==> src/assert_macros.svh <==
// Assertion helpers for the input change log block.
// Every check is sampled on i_clk and disabled while i_rst_n is low.
`ifndef ASSERT_MACROS_SVH
`define ASSERT_MACROS_SVH

// Same-cycle implication
`define ICL_ASSERT_IMP(lbl, ante, cons) \
    lbl: assert property (@(posedge i_clk) disable iff (!i_rst_n) (ante) |-> (cons)) \
        else $error("icl: same-cycle check failed");

// Next-cycle implication
`define ICL_ASSERT_NXT(lbl, ante, cons) \
    lbl: assert property (@(posedge i_clk) disable iff (!i_rst_n) (ante) |=> (cons)) \
        else $error("icl: next-cycle check failed");

`endif

==> src/icl_pkg.sv <==
// ----------------------------------------------------------------------------
// icl_pkg
// Shared types and constants for the input change log record/replay block.
// ----------------------------------------------------------------------------
`default_nettype none

package icl_pkg;

    // default sizing
    localparam int LOG_DEPTH_DEF  = 1024;
    localparam int TICK_WIDTH_DEF = 32;

    // fixed field widths
    localparam int OP_W    = 3;
    localparam int BYTE_W  = 8;
    localparam int MODE_W  = 2;
    localparam int COUNT_W = 11;

    // operation codes; the three codes above stop_play are rejected
    typedef enum logic [OP_W-1:0] {
        OP_TICK       = 3'd0,
        OP_START_REC  = 3'd1,
        OP_STOP_REC   = 3'd2,
        OP_START_PLAY = 3'd3,
        OP_STOP_PLAY  = 3'd4
    } t_op;

    // operating modes
    typedef enum logic [MODE_W-1:0] {
        MODE_IDLE = 2'd0,
        MODE_REC  = 2'd1,
        MODE_PLAY = 2'd2
    } t_mode;

    // controller states
    typedef enum logic [1:0] {
        ST_IDLE,
        ST_EXEC,
        ST_RESP
    } t_state;

    // controller to datapath commands
    typedef struct packed {
        logic capture;  // latch request payload, launch log read
        logic execute;  // apply request to state, load result
    } t_dp_cmd;

endpackage

`default_nettype wire

==> src/icl_ctrl.sv <==
// ----------------------------------------------------------------------------
// icl_ctrl
// Request/result handshake controller; sequences capture and execute steps.
// ----------------------------------------------------------------------------
`default_nettype none

module icl_ctrl (
    input  wire logic            i_clk,
    input  wire logic            i_rst_n,
    input  wire logic            i_in_valid,
    output logic                 o_in_ready,
    output logic                 o_out_valid,
    input  wire logic            i_out_ready,
    output icl_pkg::t_dp_cmd     o_cmd
);
    import icl_pkg::*;

    t_state r_state;
    t_state n_state;

    // state register
    always_ff @(posedge i_clk) begin
        if (!i_rst_n) begin
            r_state <= ST_IDLE;
        end else begin
            r_state <= n_state;
        end
    end

    // next state and handshake outputs
    always_comb begin
        n_state       = r_state;
        o_in_ready    = 1'b0;
        o_out_valid   = 1'b0;
        o_cmd.capture = 1'b0;
        o_cmd.execute = 1'b0;
        unique case (r_state)
            ST_IDLE: begin
                o_in_ready    = 1'b1;
                o_cmd.capture = i_in_valid;
                if (i_in_valid) begin
                    n_state = ST_EXEC;
                end
            end
            ST_EXEC: begin
                o_cmd.execute = 1'b1;
                n_state       = ST_RESP;
            end
            ST_RESP: begin
                // a new request may enter as the result leaves
                o_out_valid   = 1'b1;
                o_in_ready    = i_out_ready;
                o_cmd.capture = i_out_ready && i_in_valid;
                if (i_out_ready) begin
                    n_state = i_in_valid ? ST_EXEC : ST_IDLE;
                end
            end
            default: begin
                n_state = ST_IDLE;
            end
        endcase
    end

endmodule

`default_nettype wire

==> config.mk <==
export PLATFORM = sky130hd
export DESIGN_NAME = icl_ctrl
export DESIGN_NICKNAME = d
export VERILOG_FILES = /design/src/assert_macros.svh /design/src/icl_pkg.sv /design/src/icl_ctrl.sv
export SDC_FILE = /design/constraint.sdc
export NUM_CORES = 1
export LEC_CHECK = 0
export BUFFER_PORTS_ARGS = -buffer_cell sky130_fd_sc_hd__buf_2
export CAP_MARGIN = 20
export CORE_AREA = 8 8 45 47
export DETAILED_ROUTE_END_ITERATION = 6
export DIE_AREA = 0 0 53 55
export PLACE_DENSITY = 0.34
export SYNTH_ARGS = -nofsm -noshare
export SYNTH_HDL_FRONTEND = slang
export SYNTH_SLANG_ARGS = --single-unit
==> constraint.sdc <==
create_clock -name i_clk -period 1.04 [get_ports i_clk]
set_input_delay 0.208 -clock i_clk [delete_from_list [all_inputs] [get_ports i_clk]]
set_output_delay 0.208 -clock i_clk [all_outputs]
set_load 0.01 [all_outputs]
======== After elaboration in Yosys (flattened, before gate mapping) ========
Cells that the tools add are included.
cells by class
  eq/ne operators ......................... 4
  muxes and demuxes ....................... 8
  reductions and logical operators ........ 3
operators by type and width
  cell                                                                    number
  2-bit case mux with 3 select lines                                      1
  2-bit 2-to-1 mux                                                        2
  2-bit inequality test (second input constant)                           2
  1-bit case mux with 2 select lines                                      2
  1-bit 2-to-1 mux                                                        3
  2-bit by 1-bit equality test with 1-bit output (second input constant)  1
  2-bit equality test (second input constant)                             1
  2-bit zero test                                                         1
  2-bit AND reduction                                                     1
  1-bit logical AND                                                       1
storage, ports and cells
  bits in registers ....................... 2
  logic and storage cells ................. 16

======== Depth between registers and ports, before layout ========
  depth in word-level cells ............... 3
  mapped depth ............................ 2
  gate-level depth less buffers ........... 2

======== Worst setup path after synthesis ========
No wires, ideal clock.
  path type ............................... register to output
  start ................................... register r_state[1]
  end ..................................... output port o_cmd[1] in the netlist's numbering
  arrival time ............................ 0.738 ns
  required time ........................... 0.832 ns
  path slack .............................. 0.094 ns
  stages on the path, launching flop included .. 3
  cell sequence ........................... dfxtp_1 -> nor2b_4 -> nor3b_1
RTL lines
  element                 line            source
  start, declared         icl_ctrl.sv:18  t_state r_state;
  start signal, assigned  icl_ctrl.sv:26  r_state <= n_state;
  end, declared           icl_ctrl.sv:14  output icl_pkg::t_dp_cmd o_cmd

==> flow_summary.yaml <==
power:
  p_int_uw: 238
  power_switching_uw: 66.2
  seq_power_share_pct: 28.7
  power.share.switching_pct: 21.8
  p_leak_uw: 0.0000981
  comb_power_share_pct: 16.3
  power.density_nw_per_um2: 1430
  p_clk_share_pct: 55.0
  peakVddDrop_uv: 431
floorplan:
  ios: 8
  die_area_um2: 2920
  die_y_um: 55
  rows: 14
  die_w_um: 53
  initial_core_util_pct: 8.50
  core_area_um2: 1380
worst_setup_path:
  crit_arrival_ps: 940
  timing.rr.end: "r_state[1]"
  critPathCapture: "o_cmd[1]"
  reg2regPathDepth: 3
  r2r_start: "r_state[0]"
  worstPathMaxFanout: 4
  r2r_slack_ps: 110
  worstSetupStartpoint: "r_state[1]"
  cp.required_ps: 830
  critPathKind: "reg2out"
  worstSetupEndpointType: "output pin"
  start_kind: "flop"
grt:
  use_met2_pct: 2.34
  met1_usage_pct: 2.87
  grt_pass1_wl_um: 469
  gr-usage-met3_pct: 1.87
  first_global_vias: 133
  grt_usage_pct: 2.56
  top_usage_layer: "met4"
  grt_max_degree: 7
  antenna_found_initial: 0
  overflow: 0
cells_and_area:
  final_core_util_pct: 15.4
  insertedDiodeCount: 0
  largest_reg_flops: 2
  stdcell_count: 38
  layout-drive-gt1-share_pct: 77.3
  top_regs: "r_state: 2 flops"
  regMostFlops: "r_state"
  design_area_um2: 213
  nNetsFinal: 28
  area_growth_pct: 80.9
placement:
  placed_area_um2: 165
  port_buffers: 7
  gp_congestion: 0.522
  place_inst: 33
drt:
  via_per_inst: 2.92
  via_count: 111
  totalWireLength_um: 315
  wl_per_cell_um: 8.29
  dr.pass1.iters: 2
  drt_iter0_drc: 2
  ant_nets: 0
  drc: 0
clock_network:
  cts_made_buffers: 3
  cts-root-buf: "clkbuf_4"
  cts_sinks: 2
  cts_hold_buffers: 0
  clk_path_buf_depth: 2
  clkLatencyLatePin_ps: 220
  htreeDepth: 1
  cts_tree: "yes"
  path_clk_slew_ps: 30
sta:
  clock.fmax_mhz: 869
  relSlewSlack_pct: 87.3
  setup_viol: 3
  period_minus_slack_ps: 1150
  rsz0062_at_grt: "true"
  slew_viol_final: 0
  setup_ws_ps: -110
  worst_hold_slack_ps: 209
  max_slew.worst_pin.slew_ps: 188
  clock_skew_ps: 0.496
  finalHoldViolCount: 0
  finalCritPeriodShare_pct: 111
yosys:
  syn_nets: 15
  avgSynthCellArea_um2: 10.7
  yosysWarnings: 0
  ys_types: 9
  ys_ff_latch: 2
  synth_area_um2: 118
  ys_seq_area_share_pct: 34.0
  synthCells: 11
min_path:
  hold_depth: 2
  hold_class: "in2reg"
job:
  maxCapViolCount: 0
status:
  status: "finished, violations left"
  violations: "negative setup slack"
-- area by class of cell --
class                           count  area (um2)
Clock buffer                        3        22.5
Fill cell                         158        1170
Multi-Input combinational cell      8        75.1
Sequential cell                     2        45.0
Tap cell                           16        20.0
Timing Repair Buffer                9        50.0
-- worst max-delay path, stage by stage, from the launching register on --
cell	delay, ps
dfxtp_2	310
nor2b_4	130
nor3b_2	130
buf_2	150
-- synthesized netlist by cell type, drive strengths merged --
| cell type | instances | share of area, % |
|---|---|---|
| nor4bb | 1 | 14 |
| and2b | 1 | 6.4 |
| dfxtp | 2 | 34 |
| nor3b | 2 | 13 |
| o21a | 1 | 6.4 |
| buf | 1 | 6.4 |
| nor2 | 1 | 3.2 |
| nor2b | 2 | 17 |
-- cells by family (layout without fill, tap and decap cells) --
kind of cell | Yosys count | count (layout) | share of synthesized area [%]
buf+inv | 1 | 12 | 6.39
simple gates | 7 | 7 | 53.2
compound gates | 1 | 1 | 6.39
flops | 2 | 2 | 34.0
-- layout by cell type (no fill, tap or decap) --
cell type	n
dfxtp_2	1
nor2_1	1
nor3b_2	1
nor4bb_2	1
and2b_1	1
nor3b_1	1
buf_4	2
dfxtp_4	1
nor2b_1	1
o21a_1	1
clkbuf_4	3
nor2b_4	1
buf_2	7
-- worst min-delay path by stage --
| stage | slack, ps | endpoint | from |
|---|---|---|---|
| 3_3_place_gp | 420 | r_state[1] | i_rst_n |
| 6_report | 210 | r_state[1] | i_rst_n |
| 4_1_cts | 200 | r_state[1] | i_rst_n |
| 2_1_floorplan | 330 | r_state[1] | i_rst_n |
| 3_5_place_dp | 430 | r_state[1] | i_rst_n |
| 5_1_grt | 210 | r_state[1] | i_rst_n |
-- through the flow --
stage / setup TNS [ps] / power, uW / setup slack [ps]
after floorplan: 0 / 114 / 94.5
after global placement: 0 / 131 / 84.5
after detailed placement: 0 / 132 / 80.8
after CTS: -266 / 316 / -130
after global routing: -384 / 321 / -163
final: -217 / 304 / -110
-- per-layer routing --
metal,share of wire (%),vias up
li1,-,60
met1,58,43
met2,27,8
met3,15,0
met4,0,0
met5,0,-
-- what timing repair did --
item / CTS / global route
setup buffers: 2 / 0
setup endpoints to repair: 4 / 4
resized for setup: 4 / 0
-- power groups by stage --
stage               combinational (uW)  clock, uW  sequential, uW
global placement                  42.8          0            87.8
floorplan                         26.8          0            87.0
detailed placement                43.7          0            88.1
finish                            49.4        167            87.3
global route                      54.0        179            88.3
CTS                               50.3        179            87.2
Note: power is estimated with default switching activity, not from simulation.
